<file path="config.mk">
export PLATFORM = sky130hd
export DESIGN_NAME = vft_cfg
export DESIGN_NICKNAME = d
export VERILOG_FILES = /design/src/rtl/core/vft_pkg.sv /design/src/rtl/core/vft_cfg.sv
export SDC_FILE = /design/constraint.sdc
export NUM_CORES = 1
export LEC_CHECK = 0
export ABC_AREA = 1
export BUFFER_PORTS_ARGS = -buffer_cell sky130_fd_sc_hd__buf_4
export CORE_AREA = 2 2 171 173
export CTS_CLUSTER_SIZE = 28
export DETAILED_ROUTE_END_ITERATION = 10
export DIE_AREA = 0 0 173 175
export PLACE_DENSITY = 0.8
export SLEW_MARGIN = 0
export SYNTH_ARGS = -nofsm -noshare
export SYNTH_HDL_FRONTEND = slang
export SYNTH_SLANG_ARGS = --single-unit
</file>
<file path="constraint.sdc">
create_clock -name clk -period 1.7 [get_ports clk]
set_input_delay 0.34 -clock clk [delete_from_list [all_inputs] [get_ports clk]]
set_output_delay 0.34 -clock clk [all_outputs]
set_load 0.01 [all_outputs]
</file>
<file path="src/rtl/core/vft_pkg.sv">
`timescale 1ns / 1ps
package vft_pkg;

  localparam int COORD_BITS_DEF = 32;
  localparam int CFG_IDX_W = 3;
  localparam int CFG_DATA_W = 64;

  localparam int ROOT_STAGES = 8;
  localparam int DIV_STAGES  = 9;

  typedef enum logic [CFG_IDX_W-1:0] {
    REG_ROW_X  = 3'd0,
    REG_ROW_Y  = 3'd1,
    REG_ROW_Z  = 3'd2,
    REG_OFS_X  = 3'd3,
    REG_OFS_Y  = 3'd4,
    REG_OFS_Z  = 3'd5,
    REG_QUAT   = 3'd6,
    REG_UNUSED = 3'd7
  } reg_idx_t;

  localparam logic OP_POSITION = 1'b0;
  localparam logic OP_NORMAL   = 1'b1;

  typedef struct packed {
    logic               opcode;
    logic signed [31:0] in_x;
    logic signed [31:0] in_y;
    logic signed [31:0] in_z;
  } vft_in_t;

  typedef struct packed {
    logic               kind;
    logic signed [31:0] out_x;
    logic signed [31:0] out_y;
    logic signed [31:0] out_z;
  } vft_out_t;

  typedef struct packed {
    logic [62:0] row_x;
    logic [62:0] row_y;
    logic [62:0] row_z;
    logic signed [39:0] ofs_x;
    logic signed [39:0] ofs_y;
    logic signed [39:0] ofs_z;
    logic [63:0] quat;
  } vft_cfg_t;

  typedef struct packed {
    logic               op;
    logic               zero;
    logic signed [31:0] pos_x;
    logic signed [31:0] pos_y;
    logic signed [31:0] pos_z;
  } vft_aux_t;

  function automatic logic signed [31:0] sat32(input logic signed [63:0] v);
    logic signed [31:0] r;
    if (v > 64'sd2147483647) r = 32'sh7fffffff;
    else if (v < -64'sd2147483648) r = 32'sh80000000;
    else r = v[31:0];
    return r;
  endfunction

endpackage

</file>
<file path="src/rtl/core/vft_cfg.sv">
`timescale 1ns / 1ps
module vft_cfg
  import vft_pkg::*;
(
  input  logic                  clk,
  input  logic                  rst_n,
  input  logic                  cfg_valid,
  output logic                  cfg_ready,
  input  logic [CFG_IDX_W-1:0]  cfg_index,
  input  logic [CFG_DATA_W-1:0] cfg_data,
  output vft_cfg_t              cfg_o
);

  vft_cfg_t cfg_r;
  reg_idx_t idx;

  assign cfg_ready = 1'b1;
  assign idx = reg_idx_t'(cfg_index);
  assign cfg_o = cfg_r;

  always_ff @(posedge clk) begin
    if (!rst_n) begin
      cfg_r <= '{row_x: '0, row_y: '0, row_z: '0, ofs_x: '0, ofs_y: '0, ofs_z: '0,
                 quat: 64'h40000000};
    end else if (cfg_valid) begin
      unique case (idx)
        REG_ROW_X: cfg_r.row_x <= cfg_data[62:0];
        REG_ROW_Y: cfg_r.row_y <= cfg_data[62:0];
        REG_ROW_Z: cfg_r.row_z <= cfg_data[62:0];
        REG_OFS_X: cfg_r.ofs_x <= cfg_data[39:0];
        REG_OFS_Y: cfg_r.ofs_y <= cfg_data[39:0];
        REG_OFS_Z: cfg_r.ofs_z <= cfg_data[39:0];
        REG_QUAT:  cfg_r.quat  <= cfg_data;
        default: ;
      endcase
    end
  end

endmodule

</file>
# Yosys cells after proc, flatten, opt, wreduce, memory -nomap -nowiden
# Index checks and enable logic that the tools add are counted.
dict set report word_totals {
  ff_bits 373
  latch_bits 0
  ram_bits 0
  rom_bits 0
  in_bits 70
  output_inout_bits 374
  word_cells 21
  mem_count 0
}
dict set report classes {
  addsub 0
  multipliers 0
  div 0
  magnitude_cmp 0
  eq_ne 6
  shifts 0
  mux 0
  n_bitwise 0
  reduce_logical 8
}
# cell count
set op_table {}
lappend op_table {{2-bit AND reduction} 7}
lappend op_table {{3-bit == test, second input constant} 3}
lappend op_table {{3-bit by 2-bit == test with 1-bit output, second input constant} 2}
lappend op_table {{3-bit by 1-bit == test with 1-bit output, second input constant} 1}
lappend op_table {{3-bit zero test} 1}

# Logic depth before layout (Yosys ltp)
# Gate-level depths: netlist of the first run.
dict set report logic_depth {
  ltp_word 2
  depth_mapped 7
  mapped_depth_nobuf 5
}

# Worst setup path after synthesis of the first run
# Ideal clock, no wire load.
dict set report synth_path {
  path_kind {input -> register}
  from {input port cfg_valid}
  to {register cfg_r (netlist bit cfg_o[287])}
  setup_ns 0.113
  arrival_time_ns 1.141
  required_ns 1.587
  slack_ns 0.447
  path_stages 7
  n_path_buf 2
  cell_sequence {inv_1 nor2_1 buf_2 clkbuf_1 nand3_1 nand2_1 nor2_1}
}
dict set report synth_via {
  elab_chain_cells 1
}
# item line_no
set synth_rtl {}
lappend synth_rtl {{start: declaration} vft_cfg.sv:7} ;# input logic cfg_valid,
lappend synth_rtl {{2-bit AND reduction (no line)} -}
lappend synth_rtl {{end signal: assignment} vft_cfg.sv:23} ;# cfg_r <= '{row_x: '0, row_y: '0, row_z: '0, ofs_x: '0, ofs_y: '0, ofs_z: '0,
lappend synth_rtl {{end: declaration} vft_cfg.sv:14} ;# vft_cfg_t cfg_r;
# Every way passes these cells.
# A chain may end at the register's enable or synchronous reset.

# Worst setup path after layout of the first run
dict set report layout_path {
  from {register cfg_r (netlist bit cfg_o[248])}
  to {output port cfg_o[248] (netlist bit)}
}
# item line_no
set layout_lines {}
lappend layout_lines {{end: declaration} vft_cfg.sv:11} ;# output vft_cfg_t cfg_o
# No word-level cell between the ends.

==> results.toml, run 1 <==
[status]
status = "finished, final reports clean"

[timing]
tightest_slew_ns = 0.514
rsz0062_at_grt = "false"
setup_violations = 0
skew_ns = 0
hold_viol_final = 0
setup_tns_ns = 0
post-route-period-util_pct = 82.6
min_period_ns = 1.40
maxSlewViolCount = 0
slew_headroom_pct = 65.7
fmax_mhz = 712

[global_route]
antenna_found_initial = 2
grt_max_degree = 105
grt_pass1_vias = 14000
grt_pass1_wl_um = 76700
track_usage_pct = 31.4
overflow = 0

[logic_synthesis]
synth_warnings = 0
synthDistinctLibCells = 13
synth_top_area_share_pct = 51.2
netlist_instances = 2110
ys_seq_area_share_pct = 51.2
synth_area_um2 = 14600
syn_nets = 2180
yosys.area.top_type = "dfxtp_1"
synth-seq-cells = 373
synth_area_leaders = "dfxtp_1, nor2_1, nand3_1, nand2_1, buf_2"
syn_area_per_cell_um2 = 6.92

[critical_path]
path_buf_inv = 1
cp-start-kind = "flop"
rrSetupSlack_ns = 1.07
crit_type = "reg -> out"
critPathCapture = "cfg_o[248]"
reg2reg_from = "cfg_o[36]$_SDFFE_PN0P_"
cp.required_ns = 1.36
critPathTopFamily = "flip-flops"
crit_arrival_ns = 1.06
crit_path_start = "cfg_o[248]$_SDFFE_PN0P_"
critPathMaxFanout = 2
cp_slowest_stage_delay_ns = 0.40
end_kind = "output pin"
worst-path-stages = 1
r2r-end = "cfg_o[36]$_SDFFE_PN0P_"
rr_worst_depth = 2
crit_chain = "buf_4"
crit_path_top_delay_cell = "dfxtp_1"

[layout]
largest_register_ffs = 373
drive_gt1_share_pct = 22.5
nNetsFinal = 2552
layout_common_cells = "nor2_1, buf_4, nand2_1, nand3_1, dfxtp_1"
nFillCells = 2334
register_area_um2 = 7470
mostFrequentLayoutCell = "nor2_1"
multi_input_area_um2 = 6210
syn_to_final_growth_pct = 35.5

[power]
p_total_mw = 20.1
powerDensity_nw_per_um2 = 1020
p_leak_nw = 9.29
ir_drop_mv = 0.802

[drt]
drc = 0
drtIter0Drc = 1593
detail-route-antenna-nets = 0
wl_per_cell_um = 17.1
dr.pass1.iters = 6
vias = 15400
viasPerCell = 5.31
wl_um = 49600

[clocking]
cts_buffers = 39
cts_resized = 0
clk_latency_ns = 0.51
cts.sink_count = 373
path_clk_slew_ns = 0.06
tritoncts = "done"
cts_buffer_depth = 3
post_cts_buffers = 0
cts_hold_buf = 0
ctsHtreeMaxLevel = 2
cts_root_buf = "clkbuf_16"

[floorplanning]
rows = 62
die-height_um = 175
num_io_pins = 444
coreArea_um2 = 28400
die_x_um = 173
die_area_um2 = 30300
start_util_pct = 51.4

[placement]
dpl.hpwl_um = 33300
io_buffers = 442
gp_congestion = 0.854

[hold_path]
hp-class = "in -> reg"

[run]
maxCapViolCount = 0
[synth_stat cells]
library cell	instances
inv_2	3
buf_4	7
buf_2	81
buf_1	29
conb_1	1
o21ai_0	1
clkbuf_1	41
dfxtp_1	373
nor2_2	5
nand2_1	379
nand3_1	373
nor2_1	750
inv_1	67
[cell families after synthesis]
logic type	share of synthesized area, %
DFF	51.2
buffers and inverters	6.74
and+or+nand+nor	42.0
other	0.0257
AOI/OAI and AO/OA	0.0343
[report_power, final]
group	leakage (nW)	total, mW	switching [mW]	internal, mW
registers	3.03	9.24	0.189	9.05
logic	5.62	2.39	1.44	0.947
clock network	0.643	8.47	3.47	5.00
[worst min-delay path by stage]
stage                                        from                      end  depth (start not counted)
after global routing                 cfg_data[30]   cfg_o[30]$_SDFFE_PN1P_                          3
after floorplan                      cfg_data[30]   cfg_o[30]$_SDFFE_PN1P_                          2
after global placement    cfg_o[273]$_SDFFE_PN0P_  cfg_o[273]$_SDFFE_PN0P_                          2
final                                cfg_data[30]   cfg_o[30]$_SDFFE_PN1P_                          3
after CTS                            cfg_data[30]   cfg_o[30]$_SDFFE_PN1P_                          3
after detailed placement  cfg_o[303]$_SDFFE_PN0P_  cfg_o[303]$_SDFFE_PN0P_                          2
[final cells by class]
class	count	share of cell area (%)
timing repair buffer	489	20.5
inverter	70	1.34
sequential	373	37.8
antenna	2	0.0253
multi-input combinational	1509	31.4
clock inverter	8	0.253
clock buffer	63	6.26
tap	384	2.43
[through the flow]
| step | worst slack (ns) | instances | util, % | area (um2) | hold slack, ns |
|---|---|---|---|---|---|
| 2_1_floorplan | 0.447 | 2110 | - | 14600 | 0.466 |
| 3_3_place_gp | 0.231 | 2825 | 65.1 | 18500 | 0.464 |
| 3_5_place_dp | 0.193 | 2825 | 65.1 | 18500 | 0.472 |
| 4_1_cts | 0.276 | 2896 | 69.6 | 19800 | 0.0524 |
| 5_1_grt | 0.262 | 2898 | 69.7 | 19800 | 0.0652 |
| 6_report | 0.296 | 2898 | 69.7 | 19800 | 0.0699 |
[worst min-delay path, cell delays in order]
cell     delay [ns]
buf_4          0.09
nand2_1        0.06
nand3_1        0.07
[routing by layer]
| layer | global-route usage (%) | up-vias | routed length [um] |
|---|---|---|---|
| li1 | - | 7286 | - |
| met3 | 7.09 | 157 | 4630 |
| met4 | 17.0 | 0 | 2750 |
| met1 | 38.5 | 7133 | 19000 |
| met5 | 0 | - | 0 |
| met2 | 51.7 | 812 | 23200 |
Power figures use the tool's default switching activity.
==> inputs of run 2 (changes only) <==
--- a/config.mk
+++ b/config.mk
@@ -7,11 +7,11 @@
 export LEC_CHECK = 0
 export ABC_AREA = 1
 export BUFFER_PORTS_ARGS = -buffer_cell sky130_fd_sc_hd__buf_4
-export CORE_AREA = 2 2 171 173
+export CORE_MARGIN = 2
+export CORE_UTILIZATION = 46
 export CTS_CLUSTER_SIZE = 28
 export DETAILED_ROUTE_END_ITERATION = 10
-export DIE_AREA = 0 0 173 175
-export PLACE_DENSITY = 0.8
+export PLACE_DENSITY = 0.76
 export SLEW_MARGIN = 0
 export SYNTH_ARGS = -nofsm -noshare
 export SYNTH_HDL_FRONTEND = slang
==> constraint.sdc (replaced) <==
create_clock -name clk -period 1.25 [get_ports clk]
set_input_delay 0.25 -clock clk [delete_from_list [all_inputs] [get_ports clk]]
set_output_delay 0.25 -clock clk [all_outputs]
set_load 0.01 [all_outputs]
==> run 2 against run 1 <==
Net effect:
- worst setup slack got worse by 0.29 ns
- global-route usage fell by 2.5 points
- critical endpoint is now cfg_o[156]
- cell count rose by 2.3%
- design area rose by 7.8%
- highest routed layer unchanged
- sequential power rose by 37%
- combinational power rose by 49%
==> results.toml, run 2 (synthesis gave the netlist of run 1 again) <==
[global_route]
overflow = 0
antenna_found_initial = 0
grt_pass1_wl_um = 77100
grt_max_degree = 43
grt_pass1_vias = 14100
track_usage_pct = 28.9

[floorplanning]
coreArea_um2 = 31400
die-height_um = 182
die_area_um2 = 33200
start_util_pct = 46.5
rows = 65
num_io_pins = 444
die_x_um = 182

[critical_path]
critPathTopFamily = "flip-flops"
crit_path_top_delay_cell = "dfxtp_2"
critPathMaxFanout = 2
cp_slowest_stage_delay_ns = 0.37
cp.required_ns = 1.00
path_buf_inv = 1
cp-start-kind = "flop"
crit_chain = "buf_6"
end_kind = "output pin"
crit_arrival_ns = 0.99
crit_type = "reg -> out"

[layout]
diodes = 0
drive_gt1_share_pct = 36.4
syn_to_final_growth_pct = 46.1
mostFrequentLayoutCell = "nor2_1"
final_util_pct = 67.9
nNetsFinal = 2606
largest_register_ffs = 373
layout_common_cells = "nor2_1, nand2_1, nand3_1, buf_4, dfxtp_2"
design_area_um2 = 21300

[power]
p_seq_share_pct = 45.2
ir_drop_mv = 0.964
p_comb_share_pct = 12.7
internal-power_mw = 20.9
switching_power_mw = 7.06
p_leak_nw = 9.88
powerDensity_nw_per_um2 = 1310
p_clk_share_pct = 42.0
swShare_pct = 25.2

[timing]
hold_viol_final = 0
setup_violations = 0
post-route-period-util_pct = 99.3
maxSlewViolCount = 0
skew_ns = 0
fmax_mhz = 805
rsz0062_at_grt = "true"
setup_tns_ns = 0
min_period_ns = 1.24

[placement]
io_buffers = 442
dpl.hpwl_um = 34700
gp_congestion = 0.865
place_area_um2 = 19100

[clocking]
cts_buffers = 40
cts_buffer_depth = 3
clk_latency_ns = 0.51
cts.sink_count = 373
tritoncts = "done"
cts_root_buf = "clkbuf_16"
path_clk_slew_ns = 0.06
ctsHtreeMaxLevel = 2

[drt]
wl_per_cell_um = 17.2
drtIter0Drc = 1474
viasPerCell = 5.23
dr.pass1.iters = 6
wl_um = 51100
drc = 0
vias = 15500
detail-route-antenna-nets = 0

[hold_path]
hp-class = "in -> reg"

[status]
status = "finished, final reports clean"

[run]
maxCapViolCount = 0
-- run 2: changes by cell type in the layout (fill, tap and decap cells not counted), moves of 3 or more --
cell,delta
buf_4,-91
clkinvlp_4,+3
clkbuf_8,-3
buf_12,+20
dfxtp_2,+314
clkbuf_1,-3
dfxtp_1,-314
buf_6,+123
-- run 2: worst register-to-register path, cell delays in order, from the launching register on --
cell and delay (ns):
dfxtp_2 0.33, buf_4 0.13, nor2_1 0.11, nor2_1 0.06
-- run 2: layout make-up --
type	instances	area, um2
well taps	402	503
inverters	70	265
repair buffers	542	5170
clock inverters	13	123
clock buffers	57	1190
fillers	2494	10100
multi-input cells	1509	6210
flip-flops and latches	373	7860
-- run 2: layer usage --
metal | vias up | part of all wire (%) | track usage [%]
met5 | - | 0 | 0
met4 | 0 | 4.7 | 13.5
met3 | 147 | 9.3 | 5.99
met2 | 821 | 48 | 48.6
met1 | 7131 | 38 | 35.7
li1 | 7403 | - | -
-- run 2: power groups by stage --
| stage | clock [mW] | sequential (mW) | combinational, mW |
|---|---|---|---|
| final | 11.8 | 12.7 | 3.56 |
| after global routing | 12.4 | 12.7 | 3.86 |
| after CTS | 11.8 | 12.6 | 3.44 |
| after detailed placement | 0 | 12.8 | 3.40 |
| after global placement | 0 | 12.8 | 3.34 |
| after floorplan | 0 | 13.0 | 1.54 |
-- run 2: path summary, 6_finish.rpt --
check	from	to	slack, ns	cells past startpoint
worst min-delay path	cfg_data[63]	cfg_o[63]$_SDFFE_PN0P_	0.06	5
worst min register to register	cfg_o[83]$_SDFFE_PN0P_	cfg_o[83]$_SDFFE_PN0P_	0.47	2
worst max register to register	cfg_o[175]$_SDFFE_PN0P_	cfg_o[175]$_SDFFE_PN0P_	0.52	3
worst max-delay path	cfg_o[156]$_SDFFE_PN0P_	cfg_o[156]	0.009	1
-- run 2: per-stage QoR --
step | std cells | worst slack [ns] | hold WS, ns | power [mW]
2_1_floorplan | 2110 | 0.0866 | 0.376 | 14.5
3_3_place_gp | 2883 | -0.0898 | 0.465 | 16.1
3_5_place_dp | 2883 | -0.166 | 0.472 | 16.2
4_1_cts | 2954 | -0.00638 | 0.0490 | 27.9
5_1_grt | 2966 | -0.0157 | 0.0795 | 29.0
6_report | 2966 | 0.00853 | 0.0562 | 28.0
-- run 2: what timing repair did --
item | in CTS | in global routing
setup buffers | 0 | 12
hold buffers | 1 | 0
hold endpoints to repair | 1 | 0
endpoints found under the setup margin | 136 | 263
gates cloned | 0 | 0
gates resized for setup | 157 | 280
==> inputs of run 3 (changes only) <==
--- a/config.mk
+++ b/config.mk
@@ -6,12 +6,12 @@
 export NUM_CORES = 1
 export LEC_CHECK = 0
 export ABC_AREA = 1
-export BUFFER_PORTS_ARGS = -buffer_cell sky130_fd_sc_hd__buf_4
-export CORE_MARGIN = 2
-export CORE_UTILIZATION = 46
+export CORE_AREA = 2 2 173 175
 export CTS_CLUSTER_SIZE = 28
 export DETAILED_ROUTE_END_ITERATION = 10
-export PLACE_DENSITY = 0.76
+export DIE_AREA = 0 0 175 177
+export DONT_BUFFER_PORTS = 1
+export PLACE_DENSITY_LB_ADDON = 0.25
 export SLEW_MARGIN = 0
 export SYNTH_ARGS = -nofsm -noshare
 export SYNTH_HDL_FRONTEND = slang
==> run 3 against run 2 <==
Net effect:
- largest power group unchanged
- clock skew unchanged
- the run now ends with setup timing left
- clock power increased by 3%
- sequential share of layout area increased by 0.79 points
- hold slack got worse by 0.019 ns
- register-to-register slack got worse by 0.48 ns
- utilization decreased by 0.077 points
- combinational power decreased by 16%
- via count decreased by 1.3%
- critical path depth increased by 7
- fmax decreased by 1.8%
- global-route usage increased by 3.0 points
- critical path type is now in -> reg
- highest routed layer unchanged
==> results.toml, run 3 (synthesis gave the netlist of run 1 again) <==
[run]
maxCapViolCount = 0

[placement]
pre_cts_ws_ns = -0.0129
io_buffers = 0
place_area_um2 = 15100
dpl.hpwl_um = 29300
gp_congestion = 0.835
dp_cells = 2385

[drt]
drc = 0
detail-route-antenna-nets = 0
viasPerCell = 5.50
wl_per_cell_um = 18.7
drtIter0Drc = 1463
wl_um = 52200
vias = 15300
dr.pass1.iters = 7

[power]
ir_drop_mv = 1.00
powerDensity_nw_per_um2 = 1420
internal-power_mw = 21.1
p_comb_share_pct = 10.7
switching_power_mw = 6.94
p_seq_share_pct = 45.8
p_leak_nw = 8.32
swShare_pct = 24.7
p_clk_share_pct = 43.5

[layout]
register_area_um2 = 7470
design_area_um2 = 19800
multi_input_area_um2 = 6220
diodes = 0
nFillCells = 2360
syn_to_final_growth_pct = 35.9
nNetsFinal = 2435
drive_gt1_share_pct = 5.22
final_cell_count_no_fill = 2783
layout_common_cells = "nor2_1, nand2_1, nand3_1, dfxtp_1, dlygate4sd3_1"
mostFrequentLayoutCell = "nor2_1"
final_util_pct = 67.8
largest_register_ffs = 373

[clocking]
cts_root_buf = "clkbuf_16"
path_clk_slew_ns = 0.06
ctsHtreeMaxLevel = 2
tritoncts = "done"
cts_buffer_depth = 3
cts.sink_count = 373
cts_buffers = 39
clk_latency_ns = 0.51

[timing]
fmax_mhz = 791
slew_headroom_pct = 51.0
skew_ns = 0
maxSlewViolCount = 0
tightest_slew_ns = 0.735
hold_viol_final = 0
rsz0062_at_grt = "true"
post-route-period-util_pct = 101
hold_ws_ns = 0.0375
setup_violations = 2
min_period_ns = 1.26
layout_setup_ws_ns = -0.0142

[critical_path]
crit_type = "in -> reg"
end_kind = "flop"
rr_worst_depth = 3
reg2reg_from = "cfg_o[30]$_SDFFE_PN1P_"
crit_path_start = "cfg_valid"
cp-start-kind = "input port"
critPathMaxFanout = 31
r2r-end = "cfg_o[30]$_SDFFE_PN1P_"
rrSetupSlack_ns = 0.04
crit_arrival_ns = 1.67
critPathCapture = "cfg_o[247]$_SDFFE_PN0P_"
cp.required_ns = 1.66

[global_route]
grt_pass1_wl_um = 79200
track_usage_pct = 31.9
grtUsageMet2_pct = 53.1
top_usage_layer = "met2"
grt_max_degree = 329
overflow = 0
grt_pass1_vias = 14400
met1_usage_pct = 37.0
antenna_found_initial = 0
grtUsageMet3_pct = 10.2

[floorplanning]
die_area_um2 = 31000
die-height_um = 177
start_util_pct = 49.9
num_io_pins = 444
rows = 63
die_x_um = 175
coreArea_um2 = 29200

[status]
status = "finished with violations"
violations = "setup timing"

[hold_path]
hp-class = "in -> reg"
==> run 3: cell types whose count changed in the layout (fill, tap and decap cells not counted), moves of 3 or more <==
cell           delta
buf_12           -21
dfxtp_2         -311
clkbuf_1          +3
buf_16            +3
dlygate4sd3_1   +326
clkinvlp_4        -3
buf_4           -355
buf_6           -123
dfxtp_1         +311
clkbuf_8          -4
bufinv_16         +3
==> run 3: per-stage QoR <==
| step | power [mW] | setup TNS [ns] |
|---|---|---|
| floorplan | 14.5 | 0 |
| global placement | 15.0 | 0 |
| detailed placement | 15.1 | -0.0183 |
| CTS | 28.0 | 0 |
| global route | 29.0 | -0.106 |
| finish | 28.1 | -0.0233 |
==> run 3: repair_timing <==
action	in CTS	in global routing
resized for setup	1	7
gates cloned	0	1
hold buffers	328	0
endpoints found under the hold margin	373	0
setup endpoints to repair	1	73
pin swaps	0	0
setup buffers	0	0
==> run 3: how the worst min path moves through the flow <==
stage | startpoint | end | slack, ns | depth (start not counted)
after floorplan | cfg_data[30] | cfg_o[30]$_SDFFE_PN1P_ | 0.38 | 2
after global placement | cfg_data[30] | cfg_o[30]$_SDFFE_PN1P_ | 0.38 | 2
after detailed placement | rst_n | cfg_o[30]$_SDFFE_PN1P_ | 0.38 | 1
after CTS | cfg_data[46] | cfg_o[293]$_SDFFE_PN0P_ | 0.02 | 4
after global routing | cfg_data[46] | cfg_o[46]$_SDFFE_PN0P_ | 0.05 | 4
final | cfg_data[57] | cfg_o[57]$_SDFFE_PN0P_ | 0.04 | 4
==> run 3: routing by layer <==
| layer | up-vias | wire length, um | part of all wire [%] |
|---|---|---|---|
| met3 | 192 | 5880 | 11 |
| li1 | 7057 | - | - |
| met5 | - | 0 | 0 |
| met2 | 861 | 24300 | 47 |
| met4 | 0 | 2770 | 5.3 |
| met1 | 7194 | 19200 | 37 |
==> run 3: final cells by class <==
class / count / area share [%]
flip-flops and latches: 373 / 37.7
multi-input cells: 1509 / 31.4
repair buffers: 372 / 20.4
clock buffers: 56 / 5.76
well taps: 390 / 2.46
inverters: 70 / 1.35
clock inverters: 13 / 0.978
==> run 3: power groups by stage <==
| stage | sequential [mW] | combinational (mW) | clock, mW |
|---|---|---|---|
| 2_1_floorplan | 13.0 | 1.54 | 0 |
| 3_3_place_gp | 13.1 | 1.92 | 0 |
| 3_5_place_dp | 13.1 | 1.95 | 0 |
| 4_1_cts | 12.9 | 2.87 | 12.3 |
| 5_1_grt | 12.9 | 3.26 | 12.8 |
| 6_report | 12.9 | 2.99 | 12.2 |
==> run 3: critical path: stages <==
cell,delay [ns]
inv_1,0.04
nor2_4,0.15
buf_12,0.20
buf_12,0.20
nand3_1,0.11
nand2_1,0.09
dlygate4sd3_1,0.58
nor2_1,0.05
